## config.mk

```make
export PLATFORM = sky130hd
export DESIGN_NAME = four_button_short_long_press_decoder
export DESIGN_NICKNAME = d
export VERILOG_FILES = /design/src/design/fbpd_pkg.sv /design/src/design/four_button_short_long_press_decoder.sv /design/src/design/fbpd_press_unit.sv
export SDC_FILE = /design/constraint.sdc
export NUM_CORES = 1
export LEC_CHECK = 0
export ABC_AREA = 1
export BUFFER_PORTS_ARGS = -buffer_cell sky130_fd_sc_hd__buf_2
export CAP_MARGIN = 30
export CORE_MARGIN = 2
export CORE_UTILIZATION = 38
export CTS_BUF_LIST = sky130_fd_sc_hd__clkbuf_4 sky130_fd_sc_hd__clkbuf_8
export DETAILED_ROUTE_END_ITERATION = 12
export PLACE_DENSITY = 0.58
export SYNTH_ARGS = -nofsm -noshare
export SYNTH_HDL_FRONTEND = slang
export SYNTH_HIERARCHICAL = 1
export SYNTH_SLANG_ARGS = --single-unit
```

## constraint.sdc

```tcl
create_clock -name clk -period 3.9 [get_ports clk]
set_clock_uncertainty 0.05 [all_clocks]
set_input_delay 0.39 -clock clk [delete_from_list [all_inputs] [get_ports clk]]
set_output_delay 0.39 -clock clk [all_outputs]
set_load 0.05 [all_outputs]
```

## src/design/fbpd_pkg.sv

```systemverilog
// Shared types and constants for the four-button short/long press decoder.
// No dependencies; imported by every module of the block.
`default_nettype none

package fbpd_pkg;

  localparam int unsigned TIME_W = 32;
  localparam int unsigned CFG_IDX_W = 2;

  localparam logic [TIME_W-1:0] MODE_LONG_RESET = 32'd2000;
  localparam logic [TIME_W-1:0] TRACK_LONG_RESET = 32'd600;

  typedef enum logic [CFG_IDX_W-1:0] {
    CFG_MODE_LONG  = 2'd0,
    CFG_TRACK_LONG = 2'd1
  } cfg_reg_t;

  typedef enum logic [2:0] {
    ACT_NONE        = 3'd0,
    ACT_SLEEP       = 3'd1,
    ACT_NEXT_MODE   = 3'd2,
    ACT_TOGGLE_PLAY = 3'd3,
    ACT_PREV_TRACK  = 3'd4,
    ACT_VOL_DOWN    = 3'd5,
    ACT_NEXT_TRACK  = 3'd6,
    ACT_VOL_UP      = 3'd7
  } action_t;

  typedef struct packed {
    logic long_hit;
    logic short_hit;
  } press_evt_t;

endpackage

`default_nettype wire

```

## src/design/four_button_short_long_press_decoder.sv

```systemverilog
// Top level of the four-button short/long press decoder.
// Depends on fbpd_pkg and fbpd_press_unit.
//
// Each input beat is one poll of the four buttons with the current millisecond time, and it
// yields exactly one output beat carrying an action code (none when nothing happened). A poll
// is captured in an input register, decoded combinationally against the per-button state, and
// the action lands in an output register, so one poll per clock is sustained while the output
// side is ready; a stalled output holds the input register. The decode is a single
// subtract-and-compare per press unit. The two threshold registers may be written at any time
// the block is idle and are always ready.
`default_nettype none

module four_button_short_long_press_decoder
  import fbpd_pkg::*;
(
  input  wire logic                 clk,
  input  wire logic                 rst_n,
  input  wire logic                 in_valid,
  output logic                      in_ready,
  input  wire logic [TIME_W-1:0]    in_now_ms,
  input  wire logic                 in_mode_down,
  input  wire logic                 in_play_down,
  input  wire logic                 in_minus_down,
  input  wire logic                 in_plus_down,
  output logic                      out_valid,
  input  wire logic                 out_ready,
  output logic [2:0]                out_action,
  input  wire logic                 cfg_valid,
  output logic                      cfg_ready,
  input  wire logic [CFG_IDX_W-1:0] cfg_index,
  input  wire logic [TIME_W-1:0]    cfg_data
);

  logic              in_valid_r;
  logic [TIME_W-1:0] now_r;
  logic              mode_r, play_r, minus_r, plus_r;
  logic              out_valid_r;
  action_t           action_r, action_nxt;
  logic              play_held_r;
  logic [TIME_W-1:0] mode_long_r, track_long_r;
  logic              advance;
  press_evt_t        mode_evt, minus_evt, plus_evt;

  assign advance   = in_valid_r && (!out_valid_r || out_ready);
  assign in_ready  = !in_valid_r || advance;
  assign out_valid = out_valid_r;
  assign out_action = action_r;
  assign cfg_ready = 1'b1;

  always_ff @(posedge clk) begin
    if (!rst_n) begin
      mode_long_r  <= MODE_LONG_RESET;
      track_long_r <= TRACK_LONG_RESET;
    end else if (cfg_valid) begin
      case (cfg_index)
        CFG_MODE_LONG:  mode_long_r  <= cfg_data;
        CFG_TRACK_LONG: track_long_r <= cfg_data;
        default: ;
      endcase
    end
  end

  always_ff @(posedge clk) begin
    if (!rst_n) begin
      in_valid_r <= 1'b0;
    end else if (in_ready) begin
      in_valid_r <= in_valid;
    end
  end

  always_ff @(posedge clk) begin
    if (in_valid && in_ready) begin
      now_r   <= in_now_ms;
      mode_r  <= in_mode_down;
      play_r  <= in_play_down;
      minus_r <= in_minus_down;
      plus_r  <= in_plus_down;
    end
  end

  fbpd_press_unit u_mode (
    .clk      (clk),
    .rst_n    (rst_n),
    .step     (advance),
    .level    (mode_r),
    .now_ms   (now_r),
    .limit_ms (mode_long_r),
    .evt      (mode_evt)
  );

  fbpd_press_unit u_minus (
    .clk      (clk),
    .rst_n    (rst_n),
    .step     (advance),
    .level    (minus_r),
    .now_ms   (now_r),
    .limit_ms (track_long_r),
    .evt      (minus_evt)
  );

  fbpd_press_unit u_plus (
    .clk      (clk),
    .rst_n    (rst_n),
    .step     (advance),
    .level    (plus_r),
    .now_ms   (now_r),
    .limit_ms (track_long_r),
    .evt      (plus_evt)
  );

  always_ff @(posedge clk) begin
    if (!rst_n) begin
      play_held_r <= 1'b0;
    end else if (advance) begin
      play_held_r <= play_r;
    end
  end

  // The later button in the poll order wins when several actions arise.
  always_comb begin
    priority if (plus_evt.long_hit) begin
      action_nxt = ACT_NEXT_TRACK;
    end else if (plus_evt.short_hit) begin
      action_nxt = ACT_VOL_UP;
    end else if (minus_evt.long_hit) begin
      action_nxt = ACT_PREV_TRACK;
    end else if (minus_evt.short_hit) begin
      action_nxt = ACT_VOL_DOWN;
    end else if (play_r && !play_held_r) begin
      action_nxt = ACT_TOGGLE_PLAY;
    end else if (mode_evt.long_hit) begin
      action_nxt = ACT_SLEEP;
    end else if (mode_evt.short_hit) begin
      action_nxt = ACT_NEXT_MODE;
    end else begin
      action_nxt = ACT_NONE;
    end
  end

  always_ff @(posedge clk) begin
    if (!rst_n) begin
      out_valid_r <= 1'b0;
    end else if (advance) begin
      out_valid_r <= 1'b1;
    end else if (out_ready) begin
      out_valid_r <= 1'b0;
    end
  end

  always_ff @(posedge clk) begin
    if (advance) begin
      action_r <= action_nxt;
    end
  end

endmodule

`default_nettype wire

```

## src/design/fbpd_press_unit.sv

```systemverilog
// Per-button press tracker for one button with short and long actions.
// Depends on fbpd_pkg for the time width and the event struct.
`default_nettype none

module fbpd_press_unit
  import fbpd_pkg::*;
(
  input  wire logic              clk,
  input  wire logic              rst_n,
  input  wire logic              step,
  input  wire logic              level,
  input  wire logic [TIME_W-1:0] now_ms,
  input  wire logic [TIME_W-1:0] limit_ms,
  output press_evt_t             evt
);

  logic              held_r, held_nxt;
  logic              long_done_r, long_done_nxt;
  logic [TIME_W-1:0] stamp_r, stamp_nxt;
  logic [TIME_W-1:0] elapsed;

  assign elapsed = now_ms - stamp_r;

  always_comb begin
    held_nxt      = held_r;
    long_done_nxt = long_done_r;
    stamp_nxt     = stamp_r;
    evt           = '0;
    if (level && !held_r) begin
      held_nxt      = 1'b1;
      stamp_nxt     = now_ms;
      long_done_nxt = 1'b0;
    end else if (level) begin
      if ((elapsed > limit_ms) && !long_done_r) begin
        long_done_nxt = 1'b1;
        evt.long_hit  = 1'b1;
      end
    end else if (held_r) begin
      evt.short_hit = !long_done_r;
      held_nxt      = 1'b0;
    end
  end

  always_ff @(posedge clk) begin
    if (!rst_n) begin
      held_r      <= 1'b0;
      long_done_r <= 1'b0;
      stamp_r     <= '0;
    end else if (step) begin
      held_r      <= held_nxt;
      long_done_r <= long_done_nxt;
      stamp_r     <= stamp_nxt;
    end
  end

endmodule

`default_nettype wire

```

Yosys cells after proc, flatten, opt, wreduce, memory -nomap -nowiden
Cells that the tools add are included.

word-level totals
  register bits = 208
  input port bits = 75
  output and inout bits = 6
  word-level logic and storage cells = 111

cells by class
  $add $sub $neg = 3
  $lt $le $gt $ge = 3
  eq/ne operators = 4
  multiplexer cells = 38
  reduce and logical (&&, ||, !) cells = 41

operators with widths
  operator                                              number
  greater-than comparator 32 bit                        3
  subtractor 32 bit                                     3
  2-to-1 mux 1 bit                                      30
  2-to-1 mux 2 bit                                      8
  AND reduction 2 bit                                   8
  nonzero test 2 bit                                    7
  logical AND 1 bit                                     9
  zero test 1 bit                                       9
  AND reduction 3 bit                                   3
  != test 2 x 1 -> 1 bit (second input constant)        3
  OR reduction 4 bit                                    1
  equality test 2 x 1 -> 1 bit (second input constant)  1
  zero test 2 bit                                       1
  logical OR 1 bit                                      2
  OR reduction 2 bit                                    1

Depth between registers and ports, before layout
Gate-level depths: netlist of the first run.

  word-level depth = 12
  mapped depth = 28
  gate-level depth less buffers = 28

Cells and area by module
The synthesis of the first run kept the hierarchy.

modules (own cells, without submodules)
  module                                times used  cells an instance  area each (um^2)  sequential area each (um^2)
  fbpd_press_unit (u_minus)             1           657                4077.7            680.7
  fbpd_press_unit (u_plus)              1           630                3997.6            680.7
  fbpd_press_unit (u_mode)              1           635                3970.1            680.7
  four_button_short_long_press_decoder  1           382                3794.9            2512.4

Worst setup path after synthesis of the first run
OpenSTA, ideal clock, no wires.

  path kind = register to register
  from = register now_r[0]
  to = register action_r[1] (netlist: out_action[1]) (data pin)
  setup time = 0.255 ns
  arrival time = 3.021 ns
  required time = 3.595 ns
  slack = 0.573 ns
  cell stages (with the launch flop) = 28
  path buffers = 0
  clock period less this slack = 3.327 ns
  cell sequence = edfxtp_1 > inv_1 > ha_1 > inv_1 > fa_1 > nand3_1 > nand2_1 > nand2_1 > nand2_1 > nand2_1 > o211ai_1 > nand3_1 > nand2_1 > nand2_1 > nand2_1 > ha_1 > nand2_1 > nor2_1 > and2_1 > nand3_1 > inv_1 > nand2_1 > nand2_1 > nand3_1 > a21oi_1 > o21ai_0 > nand3_1 > nand2_1

RTL lines
  what                    line                                         text
  start, declared         four_button_short_long_press_decoder.sv:35   logic [TIME_W-1:0] now_r;
  start signal, assigned  four_button_short_long_press_decoder.sv:73   now_r <= in_now_ms;
  end signal, assigned    four_button_short_long_press_decoder.sv:152  action_r <= action_nxt;
  end, declared           four_button_short_long_press_decoder.sv:38   action_t action_r, action_nxt;

==> impl_results.md, run 1 <==
- Status: finished clean
- Critical Path End Type: flop
- Initial core utilization: 38.6%
- Leakage power: 8.65 nW
- GPL Wtd Cong: 0.919
- Max Slew Vio Count: 0
- Average wire per standard cell: 17.8 um
- Synthesized net count: 2571
- Hold WS: 39.2 ps
- Cell area after synthesis: 15800 um^2
- WP data required: 4180 ps
- Clock Latency Late Sink: 620 ps
- Initial antenna violation count: 0
- Synth cell types: 50
- GRT Util Overall: 24.9%
- WS Path Type: reg2reg
- FMAX: 265 MHz
- Worst path most repeated cell: nand2_1
- Share of the synthesized area in the top cell type: 21.4%
- Final Hold Vio Count: 0
- Critical Path End: out_action[2]
- Fin util: 47.3%
- Die span in x: 208 um
- Deepest clock path buffer count: 3
- Total Wirelength: 54.8 mm
- Nets: 2783
- Worst Hold Depth: 3
- Clock Pin Slew Worst Setup and Hold Paths: 60 ps
- Path depth of the worst reg2reg path: 20
- Register bit total from synthesis: 208
- Drt drc: 0
- Largest cells by area after synthesis: dfxtp_1 (21%), ha_1 (15%), nand2_1 (10%)
- Most used DFF post-synth: dfxtp_1
- Initial drt markers: 1118
- Reg2Reg Setup Slack: 120 ps
- Pwr per Cell Area: 382 nW/um^2
- Top delay family on crit path: simple AND/OR/NAND/NOR gates
- Tcrit/Tclk final: 96.9%
- RR Startpoint: now_r[5]
- Post-layout min period: 3780 ps
- Vias per cell: 5.15
- Worst vdd ir: 0.226 mV
- Min-delay worst type: in2reg
- CP max stage delay: 430 ps
- Number of flops mapped to enable cells by yosys: 39
- Share of cells above drive strength 1: 16.8%
- Fin Setup TNS: 0 ps
- Die area: 43300 um^2
- Root buf cell: clkbuf_8
- CP arrival: 4060 ps
- I/O pins: 81
- Core ar.: 41000 um^2
- Vias in the first global route: 15474
- Area growth from synthesis to layout: 22.4%
- Post-synth top area cell: dfxtp_1
- Drt first pass iters: 6
- Reg-to-reg endpoint: out_action[2]
- Mapped Cells: 2304
- Largest net degree at the start of global routing: 95
- Clk sinks: 208
- Number of fill cells: 4242
- Slew of the pin with the lowest slew margin: 953 ps
- Crit path max fanout: 5
- CTS tree: done
- H-tree depth: 2
- Final setup fails: 0
- Launch point of the worst path: now_r[5]
- Grt total ovfl: 0
- Final instance area: 19400 um^2
- DPL Wire Length: 43.3 mm
- Critical path depth: 20
- List of most frequent post-synthesis cells: nand2_1 (441), inv_1 (377), nor2_1 (254)
- Total number of vias: 15861
- Pwr Total: 0.00741 W
- Startpoint types: flop
- Crit-path cells: buf_4, ha_1, nand2_1, nor2_1, inv_1, o21bai_1, nand4_1, nand4_1, nand2_1, ha_1, a21oi_1, o21ai_0, nand2_1, nand2_1, nor2_1, nand2_2, nand3_1, a21oi_2, nor2_2, nand3_1
- Post-synth ARST share: 0%
- Row cnt: 74
- First-pass GRT wire length: 84.2 mm
- Slowest CP cell: edfxtp_1
- Post-synthesis sequential area ratio: 28.8%
- Avg Cell Area, Syn: 6.88 um^2
- PortBufs: 79
- Yosys warnings: 6
- Maxcap violations: 0
- Area post-placement: 17300 um^2
- Antenna-violating nets left: 0
- WP buf/inv: 2
- Slew HR: 36.5%
- TritonCTS Buffers: 41
- Height of the die: 208 um
- Most frequent cell after synthesis: nand2_1
==> state kept, by name, summed over array words and instances, names as in the netlist, 3 cells and up <==
signal / flops
u_minus/stamp_r: 32
u_plus/stamp_r: 32
u_mode/stamp_r: 32
now_r: 32
out_action: 3
mode_long_r: 32
track_long_r: 32
==> tightest hold or removal path, cell delays in order <==
cell	delay (ps)
buf_2	100
o21ai_0	80
nor2_1	80
==> area by class of cell <==
type                    instances  area [um^2]  share of cell area, %
well taps                     532          666                   3.43
repair buffers                218         1590                   8.22
flip-flops and latches        208         4550                   23.5
multi-input cells            1663        10300                   52.9
clock buffers                  67          797                   4.11
clock inverters                 8         81.3                  0.419
diodes                          1         2.50                 0.0129
inverters                     384         1450                   7.45
==> worst min-delay path by stage <==
| stage | to | start | slack [ps] |
|---|---|---|---|
| after floorplan | u_minus/stamp_r[2] | u_minus/stamp_r[2] | 380 |
| after global placement | u_mode/stamp_r[21] | u_mode/stamp_r[21] | 390 |
| after detailed placement | u_plus/stamp_r[24] | u_plus/stamp_r[24] | 400 |
| after CTS | in_valid_r | in_valid | 0.4 |
| after global routing | track_long_r[20] | cfg_data[20] | 30 |
| final | track_long_r[20] | cfg_data[20] | 40 |
==> report_power, final <==
part / switching, W / internal, W
registers: 0.0000741 / 0.00232
clock network: 0.00102 / 0.00136
logic: 0.00162 / 0.00102
==> kinds of logic after synthesis <==
kind of cell | after synthesis | synth area share (%)
AO/OA/AOI/OAI | 494 | 16.9
XOR/XNOR | 68 | 3.76
adder cells (fa/ha/maj) | 192 | 15.3
buffers and inverters | 433 | 10.6
flip-flops | 208 | 28.8
other | 1 | 0.0237
AND/OR/NAND/NOR | 908 | 24.6
==> per-stage QoR <==
stage,std cells,setup slack (ps)
global placement,2944,-92.7
floorplan,2304,573
finish,3081,122
global route,3080,-65.6
detailed placement,2945,-45.9
CTS,3063,1.71
==> placed cells by master, fill, tap and decap left out, types with 7 or more instances in the layout <==
cell / synthesis / final
nor2_1: 254 / 232
edfxtp_1: 39 / 39
xnor2_1: 12 / 12
dlygate4sd3_1: 0 / 43
nand4_1: 32 / 32
ha_4: 0 / 15
o21ai_1: 5 / 8
clkbuf_4: 0 / 20
o21bai_1: 24 / 21
inv_1: 377 / 369
nand3b_1: 30 / 30
a21oi_2: 4 / 28
inv_2: 5 / 11
ha_1: 189 / 164
o21ai_0: 175 / 169
clkbuf_8: 0 / 47
nor2_2: 2 / 19
nand2_1: 441 / 416
o21a_1: 8 / 8
buf_2: 4 / 78
nor3_1: 16 / 12
nand3_1: 100 / 91
a21o_1: 14 / 14
nand3_2: 2 / 10
xor2_1: 56 / 56
ha_2: 0 / 10
buf_4: 2 / 92
a21oi_1: 237 / 211
nor2_4: 6 / 11
dfxtp_1: 169 / 169
nand2_2: 12 / 35
a31oi_1: 11 / 7
==> what timing repair did <==
| item | in CTS | in global routing |
|---|---|---|
| resized for setup | 9 | 160 |
| buffers inserted | 0 | 16 |
| endpoints found under the hold margin | 46 | 0 |
| cloned | 0 | 0 |
| hold buffers | 43 | 0 |
| endpoints found under the setup margin | 3 | 3 |
| pin swaps | 1 | 34 |
==> per-layer routing <==
metal | share of wire (%) | routed length (um) | vias up | GRT usage, %
met3 | 4.5 | 2470 | 89 | 2.54
li1 | - | - | 7954 | -
met5 | 0 | 0 | - | 0
met2 | 46 | 25400 | 394 | 42.3
met1 | 46 | 25000 | 7424 | 32.6
met4 | 3.6 | 1990 | 0 | 9.75
Power figures use the tool's default switching activity.
==> inputs of run 2 (changes only) <==
--- a/config.mk
+++ b/config.mk
@@ -9,10 +9,10 @@
 export BUFFER_PORTS_ARGS = -buffer_cell sky130_fd_sc_hd__buf_2
 export CAP_MARGIN = 30
 export CORE_MARGIN = 2
-export CORE_UTILIZATION = 38
+export CORE_UTILIZATION = 55
 export CTS_BUF_LIST = sky130_fd_sc_hd__clkbuf_4 sky130_fd_sc_hd__clkbuf_8
 export DETAILED_ROUTE_END_ITERATION = 12
-export PLACE_DENSITY = 0.58
+export PLACE_DENSITY = 0.77
 export SYNTH_ARGS = -nofsm -noshare
 export SYNTH_HDL_FRONTEND = slang
 export SYNTH_HIERARCHICAL = 1
==> impl_results.md, run 2 (synthesized netlist as in run 1, its figures left out) <==
- Status: finished clean (unchanged)
- Initial core utilization: 55.5% (was 38.6%)
- WS Path Type: reg2reg (unchanged)
- Die span in x: 174 um (was 208 um)
- Internal power: 0.00455 W (was 0.00470 W)
- Maxcap violations: 0 (unchanged)
- Min-delay worst type: in2reg (unchanged)
- Leakage power: 8.57 nW (was 8.65 nW)
- Critical Path End Type: flop (unchanged)
- Fin Setup TNS: 0 ps (unchanged)
- CP max stage delay: 460 ps (was 430 ps)
- Vias in the first global route: 15750 (was 15474)
- Tcrit/Tclk final: 96.9% (about the same)
- Combinational power share: 35.9% (was 35.6%)
- Clk sinks: 208 (unchanged)
- Worst vdd ir: 0.293 mV (was 0.226 mV)
- Top delay family on crit path: simple AND/OR/NAND/NOR gates (unchanged)
- Slew of the pin with the lowest slew margin: 964 ps (was 953 ps)
- Sw Share: 36.9% (was 36.6%)
- Pre-CTS WS: -111 ps (was -45.9 ps)
- Startpoint types: flop (unchanged)
- WP buf/inv: 3 (was 2)
- I/O pins: 81 (unchanged)
- Initial drt markers: 1178 (was 1118)
- Height of the die: 174 um (was 208 um)
- First-pass GRT wire length: 81.1 mm (was 84.2 mm)
- Unrepaired setup endpoints after global routing: yes
- Clock Pin Slew Worst Setup and Hold Paths: 70 ps (was 60 ps)
- PortBufs: 79 (unchanged)
- Largest net degree at the start of global routing: 109 (was 95)
- Clock Latency Late Sink: 550 ps (was 620 ps)
- Most common cell after layout, fill and taps aside: nand2_1 (unchanged)
- Crit path max fanout: 5 (unchanged)
- Sequential share of power: 33.2% (was 32.3%)
- Drt drc: 0 (unchanged)
- Root buf cell: clkbuf_8 (unchanged)
- Slowest CP cell: a21boi_0 (was edfxtp_1)
- Deepest clock path buffer count: 3 (unchanged)
- Worst Setup Slack, final: 122 ps (about the same)
- NetSw: 0.00266 W (was 0.00272 W)
- Total Wirelength: 52.2 mm (was 54.8 mm)
- TritonCTS Buffers: 38 (was 41)
- Core ar.: 28500 um^2 (was 41000 um^2)
- Antenna-violating nets left: 0 (unchanged)
- Final setup fails: 0 (unchanged)
- Final Hold Vio Count: 0 (unchanged)
- Die area: 30200 um^2 (was 43300 um^2)
- Initial antenna violation count: 1 (was 0)
- Ant. Diodes: 0 (was 1)
- Drt first pass iters: 6 (unchanged)
- Most frequent cells in the layout: nand2_1 (421), inv_1 (370), nor2_1 (234) (was nand2_1 (416), inv_1 (369), nor2_1 (232))
- Grt total ovfl: 0 (unchanged)
- GRT Util Overall: 34.1% (was 24.9%)
- WP data required: 4140 ps (was 4180 ps)
- Row cnt: 62 (was 74)
- Nets: 2770 (was 2783)
- Total number of vias: 16037 (was 15861)
- Max Slew Vio Count: 0 (unchanged)
- Crit-path cells: buf_4, ha_1, nand2_1, inv_1, a21boi_0, nand4_1, xor2_1, ha_1, nand2_1, nor2_1, nand2_1, nor2_1, nand2_1, nand2_1, nand3_1, a21oi_2, inv_2, nand3_1, nand2_1 (was buf_4, ha_1, nand2_1, nor2_1, inv_1, o21bai_1, nand4_1, nand4_1, nand2_1, ha_1, a21oi_1, o21ai_0, nand2_1, nand2_1, nor2_1, nand2_2, nand3_1, a21oi_2, nor2_2, nand3_1)
- Worst path most repeated cell: nand2_1 (unchanged)
- Pwr per Cell Area: 383 nW/um^2 (was 382 nW/um^2)
- H-tree depth: 2 (unchanged)
- Finished Layout Cells: 2916 (was 3081)
- CP arrival: 4020 ps (was 4060 ps)
- Share of cells above drive strength 1: 15.6% (was 16.8%)
- GPL Wtd Cong: 0.947 (was 0.919)
- Slew HR: 35.7% (was 36.5%)
- Clock network power share: 30.9% (was 32.2%)
- CTS tree: done (unchanged)
- Post-layout min period: 3780 ps (about the same)
- Vias per cell: 5.50 (was 5.15)
- Area growth from synthesis to layout: 18.8% (was 22.4%)
- Placed Cells: 2808 (was 2945)
- DPL Wire Length: 40.8 mm (was 43.3 mm)
- Average wire per standard cell: 17.9 um (was 17.8 um)
- FMAX: 265 MHz (about the same)
[run 2: changes by cell type in the layout (fill, tap and decap cells not counted), sizes merged]
| cell | before | now |
|---|---|---|
| clkbuf | 67 | 59 |
| dlygate4sd3 | 43 | 36 |
| buf | 175 | 172 |
| inv | 381 | 383 |
| clkinv | 8 | 9 |
| clkinvlp | 2 | 1 |
| diode | 1 | 0 |
[run 2: final timing paths]
path                            slack, ps  cells past startpoint            endpoint                from
worst max-delay path                  120                     19       out_action[1]           now_r[23]
worst min-delay path                   60                      3     track_long_r[3]         cfg_data[3]
worst min register to register        410                      2  u_plus/stamp_r[29]  u_plus/stamp_r[29]
worst max register to register        120                     19       out_action[1]           now_r[23]
[run 2: cell type report]
| type | instances | area (um^2) |
|---|---|---|
| Multi-Input combinational cell | 1663 | 10100 |
| Fill cell | 2587 | 9730 |
| Sequential cell | 208 | 4550 |
| Timing Repair Buffer | 208 | 1460 |
| Inverter | 384 | 1440 |
| Clock buffer | 59 | 724 |
| Tap cell | 384 | 480 |
| Clock inverter | 10 | 81.3 |
[run 2: worst min-delay path, delay by kind of cell]
family / cells / cell delay, ps
buf+inv: 1 / 120
simple gates: 2 / 120
[run 2: timing repair]
item | 4_1_cts | 5_1_grt
setup endpoints to repair | 2 | 3
hold buffers | 35 | 1
endpoints found under the hold margin | 35 | 1
pin swaps | 1 | 29
buffers inserted | 0 | 4
resized for setup | 4 | 133
[run 2: metal layers]
layer  share of wire [%]  track usage [%]  up-vias
met4                 4.4             14.3        2
met2                  47             59.1      559
met1                  42             42.0     7381
met5               0.013                0        -
met3                 6.7             5.42      156
li1                    -                -     7939
[run 2: power by group through the flow]
stage	clock, W	sequential (W)	combinational, W
floorplan	0	0.00243	0.00163
global placement	0	0.00243	0.00232
detailed placement	0	0.00244	0.00237
CTS	0.00225	0.00239	0.00242
global route	0.00234	0.00240	0.00289
finish	0.00223	0.00239	0.00259
[run 2: through the flow]
stage                     power, W  cell area [um^2]  util (%)  hold slack [ps]
after global routing       0.00763             18800      65.9             45.8
after CTS                  0.00705             18300      64.2             3.92
after floorplan            0.00406             15800         -              383
after detailed placement   0.00480             17200      60.1              400
after global placement     0.00475             17200      60.1              391
final                      0.00720             18800      65.9             57.2
==> inputs of run 3 (changes only) <==
--- a/config.mk
+++ b/config.mk
@@ -6,13 +6,15 @@
 export NUM_CORES = 1
 export LEC_CHECK = 0
 export ABC_AREA = 1
-export BUFFER_PORTS_ARGS = -buffer_cell sky130_fd_sc_hd__buf_2
 export CAP_MARGIN = 30
+export CELL_PAD_IN_SITES_DETAIL_PLACEMENT = 1
+export CELL_PAD_IN_SITES_GLOBAL_PLACEMENT = 1
 export CORE_MARGIN = 2
-export CORE_UTILIZATION = 55
+export CORE_UTILIZATION = 49
 export CTS_BUF_LIST = sky130_fd_sc_hd__clkbuf_4 sky130_fd_sc_hd__clkbuf_8
 export DETAILED_ROUTE_END_ITERATION = 12
-export PLACE_DENSITY = 0.77
+export DONT_BUFFER_PORTS = 1
+export PLACE_DENSITY = 0.88
 export SYNTH_ARGS = -nofsm -noshare
 export SYNTH_HDL_FRONTEND = slang
 export SYNTH_HIERARCHICAL = 1
==> impl_results.md, run 3 <==
- Status: aborted with a tool error (was finished clean)
- Last step reached: global routing (5_1_grt)
- Error: [ERROR GRT-0232] Routing congestion too high. Check the congestion heatmap in the GUI.
- Post-synth top area cell: dfxtp_1 (unchanged)
- Avg Cell Area, Syn: 6.88 um^2 (unchanged)
- Grt total ovfl: 130
- Synth cell types: 50 (unchanged)
- Row cnt: 65 (was 62)
- Setup bufs post-CTS: 0 (unchanged)
- Clk sinks: 208 (unchanged)
- Number of flops mapped to enable cells by yosys: 39 (unchanged)
- Most used DFF post-synth: dfxtp_1 (unchanged)
- Yosys warnings: 6 (unchanged)
- Deepest clock path buffer count: 3 (unchanged)
- Post-GRT worst EP: out_action[0]$_SDFFCE_PP0P_/D
- Initial antenna violation count: 13
- Post-synthesis sequential area ratio: 28.8% (unchanged)
- GPL Wtd Cong: 0.971 (was 0.947)
- Register bit total from synthesis: 208 (unchanged)
- Initial core utilization: 49.9% (was 55.5%)
- Root buf cell: clkbuf_8 (unchanged)
- Placed Cells: 2728 (was 2808)
- Kind of the worst endpoint: register data pin
- GRT Util Overall: 71.4%
- Synthesized net count: 2571 (unchanged)
- DPL Wire Length: 45.7 mm (was 40.8 mm)
- H-tree depth: 2 (unchanged)
- Die span in x: 184 um (was 174 um)
- Height of the die: 184 um (was 174 um)
- Cell area after synthesis: 15800 um^2 (unchanged)
- List of most frequent post-synthesis cells: nand2_1 (441), inv_1 (377), nor2_1 (254) (unchanged)
- Mapped Cells: 2304 (unchanged)
- Most frequent cell after synthesis: nand2_1 (unchanged)
- PortBufs: 0 (was 79)
- Largest net degree at the start of global routing: 165
- Share of the synthesized area in the top cell type: 21.4% (unchanged)
- Largest cells by area after synthesis: dfxtp_1 (21%), ha_1 (15%), nand2_1 (10%) (unchanged)
- TritonCTS Buffers: 39 (was 38)
- I/O pins: 81 (unchanged)
- Post-synth ARST share: 0% (unchanged)
run 3: logic make-up after synthesis:
logic type	share of synthesized area (%)
AOI/OAI and AO/OA	16.9
adders and majority gates	15.3
xor gates and xnor gates	3.76
other	0.0237
DFF	28.8
and+or+nand+nor	24.6
buffers and inverters	10.6
run 3: stage by stage:
stage               TNS [ps]  worst slack, ps  util [%]  instance area (um^2)
CTS                        0             16.5      57.7                 18300
detailed placement      -480             -188      52.4                 16600
global placement           0             9.21      52.4                 16600
floorplan                  0              573         -                 15800
run 3: repair_timing:
item                       4_1_cts
pin swaps                        4
setup endpoints to repair        3
hold buffers                    80
cloned                           0
hold endpoints to repair       201
resized for setup               22
run 3: per-layer routing:
layer / GRT overflow / global-route usage [%]
met5: 0 / 22.4
met4: 64 / 75.2
met3: 1 / 50.4
met2: 64 / 91.4
met1: 1 / 70.7
==> inputs of run 4 (changes only) <==
--- a/config.mk
+++ b/config.mk
@@ -7,14 +7,11 @@
 export LEC_CHECK = 0
 export ABC_AREA = 1
 export CAP_MARGIN = 30
-export CELL_PAD_IN_SITES_DETAIL_PLACEMENT = 1
-export CELL_PAD_IN_SITES_GLOBAL_PLACEMENT = 1
 export CORE_MARGIN = 2
-export CORE_UTILIZATION = 49
-export CTS_BUF_LIST = sky130_fd_sc_hd__clkbuf_4 sky130_fd_sc_hd__clkbuf_8
+export CORE_UTILIZATION = 40
 export DETAILED_ROUTE_END_ITERATION = 12
 export DONT_BUFFER_PORTS = 1
-export PLACE_DENSITY = 0.88
+export PLACE_DENSITY_LB_ADDON = 0.15
 export SYNTH_ARGS = -nofsm -noshare
 export SYNTH_HDL_FRONTEND = slang
 export SYNTH_HIERARCHICAL = 1
==> impl_results.md, run 4 (synthesized netlist as in run 1, its figures left out) <==
- PortBufs: 0 (unchanged)
- Nets: 2733
- Most frequent cells in the layout: nand2_1 (406), inv_1 (369), nor2_1 (232)
- Reg-to-reg endpoint: out_action[0]
- Clock Latency Late Sink: 580 ps
- WS Path Type: reg2reg
- H-tree depth: 1 (was 2)
- Drt first pass iters: 6
- Clk sinks: 208 (unchanged)
- Multi-input gate area: 10200 um^2
- I/O pins: 81 (unchanged)
- Pwr per Cell Area: 388 nW/um^2
- Area post-placement: 16900 um^2 (was 16600 um^2)
- Die span in x: 203 um (was 184 um)
- Leakage power: 8.54 nW
- Row cnt: 72 (was 65)
- TritonCTS Buffers: 27 (was 39)
- Sequential cell area: 4550 um^2
- WP data required: 4150 ps
- Max Slew Vio Count: 0
- Hold path start: cfg_data[25]
- Maxcap violations: 0
- Met3 GRT Util: 2.79%
- FMAX: 264 MHz
- GRT busiest layer: met2
- Critical Path End Type: flop
- Worst Hold Path EP: track_long_r[25]
- CTS tree: done
- Tcrit/Tclk final: 97.2%
- Pre-CTS WS: -244 ps (was -188 ps)
- Worst vdd ir: 0.345 mV
- Post-layout min period: 3790 ps
- Share of cells above drive strength 1: 13.3%
- Clock Pin Slew Worst Setup and Hold Paths: 60 ps
- Antenna-violating nets left: 0
- Height of the die: 203 um (was 184 um)
- Vias per cell: 5.18
- Slew HR: 38.4%
- Slew of the pin with the lowest slew margin: 924 ps
- Finished Layout Cells: 3006
- Path depth of the worst reg2reg path: 22
- GPL Wtd Cong: 0.952 (was 0.971)
- Crit path max fanout: 5
- Final instance area: 19400 um^2
- RR Startpoint: now_r[19]
- Core ar.: 38800 um^2
- Worst Setup Slack, final: 108 ps
- CP arrival: 4040 ps
- Total number of vias: 15582
- Unrepaired setup endpoints after global routing: yes
- Most common cell after layout, fill and taps aside: nand2_1
- Startpoint types: flop
- DPL Wire Length: 42.7 mm (was 45.7 mm)
- Grt met1 use: 33.6%
- Met2 Track Usage GR: 45.0%
- Fin util: 49.9%
- Grt total ovfl: 0
- Initial antenna violation count: 1
- Number of fill cells: 3924
- Initial drt markers: 975
- Initial core utilization: 40.8% (was 49.9%)
- Reg2Reg Setup Slack: 110 ps
- Total Wirelength: 54.7 mm
- Area growth from synthesis to layout: 22.4%
- Deepest clock path buffer count: 3 (unchanged)
- Status: finished clean (was aborted with a tool error)
- Final setup fails: 0
- Drt drc: 0
- Die area: 41200 um^2
- Root buf cell: clkbuf_16 (was clkbuf_8)
- GRT Util Overall: 26.2%
- Vias in the first global route: 15296
- First-pass GRT wire length: 83.4 mm
- Final Hold Vio Count: 0
- Placed Cells: 2863 (was 2728)
- Largest net degree at the start of global routing: 165
- Average wire per standard cell: 18.2 um
- Worst Hold Depth: 2
- Min-delay worst type: in2reg
[run 4: critical path, cell delays in order, from the launching register on]
cell and delay [ps]:
edfxtp_1 440, ha_2 420, nand2_1 110, nor2_2 170
inv_1 100, nor2_2 160, or3b_4 420, nand3_1 80
nand2_1 50, nand2_1 120, ha_1 260, a21oi_1 180
nor2_1 60, nor2_1 120, nand3_1 110, a21oi_2 190
nand2_2 80, nand3_2 100, a21oi_4 60, nor2_2 80
nand2_1 50, nand2_1 80, a21oi_2 60
[run 4: report_power, final]
part	total (W)	leakage (nW)	internal [W]	switching, W
logic	0.00261	6.33	0.00101	0.00160
registers	0.00240	1.76	0.00232	0.0000865
clock network	0.00251	0.442	0.00146	0.00106
total	0.00752	8.54	0.00478	0.00274
[run 4: routing by layer]
metal	wire length [um]	up-vias
li1	-	7858
met1	24500	7286
met2	25600	352
met3	2400	84
met4	2150	2
met5	7	-
[run 4: worst max-delay path by stage]
| stage | start | endpoint | slack, ps | cells past startpoint |
|---|---|---|---|---|
| after floorplan | now_r[0] | out_action[1] | 570 | 27 |
| after global placement | now_r[0] | out_action[2] | -200 | 23 |
| after detailed placement | now_r[0] | out_action[2] | -240 | 23 |
| after CTS | now_r[0] | out_action[0] | -2 | 26 |
| after global routing | now_r[8] | out_action[0] | -130 | 27 |
| final | now_r[19] | out_action[0] | 110 | 22 |
[run 4: what timing repair did]
item	CTS	global route
setup endpoints to repair	3	4
hold endpoints to repair	202	0
pin swaps	2	50
hold buffers	76	0
gates resized for setup	15	155
setup buffers	0	15
[run 4: layout make-up]
cell class	instances	area share (%)
Clock inverter	19	0.904
Inverter	384	7.44
Timing Repair Buffer	182	8.43
Multi-Input combinational cell	1663	52.7
Tap cell	518	3.34
Clock buffer	31	3.67
Antenna cell	1	0.0129
Sequential cell	208	23.5
[run 4: metrics by stage]
step / TNS [ps] / power (W) / hold WS (ps)
final: 0 / 0.00752 / 24.0
after global routing: -275 / 0.00802 / 23.0
after CTS: -1.62 / 0.00740 / 0.145
after detailed placement: -501 / 0.00473 / 398
after global placement: -363 / 0.00470 / 390
after floorplan: 0 / 0.00406 / 383
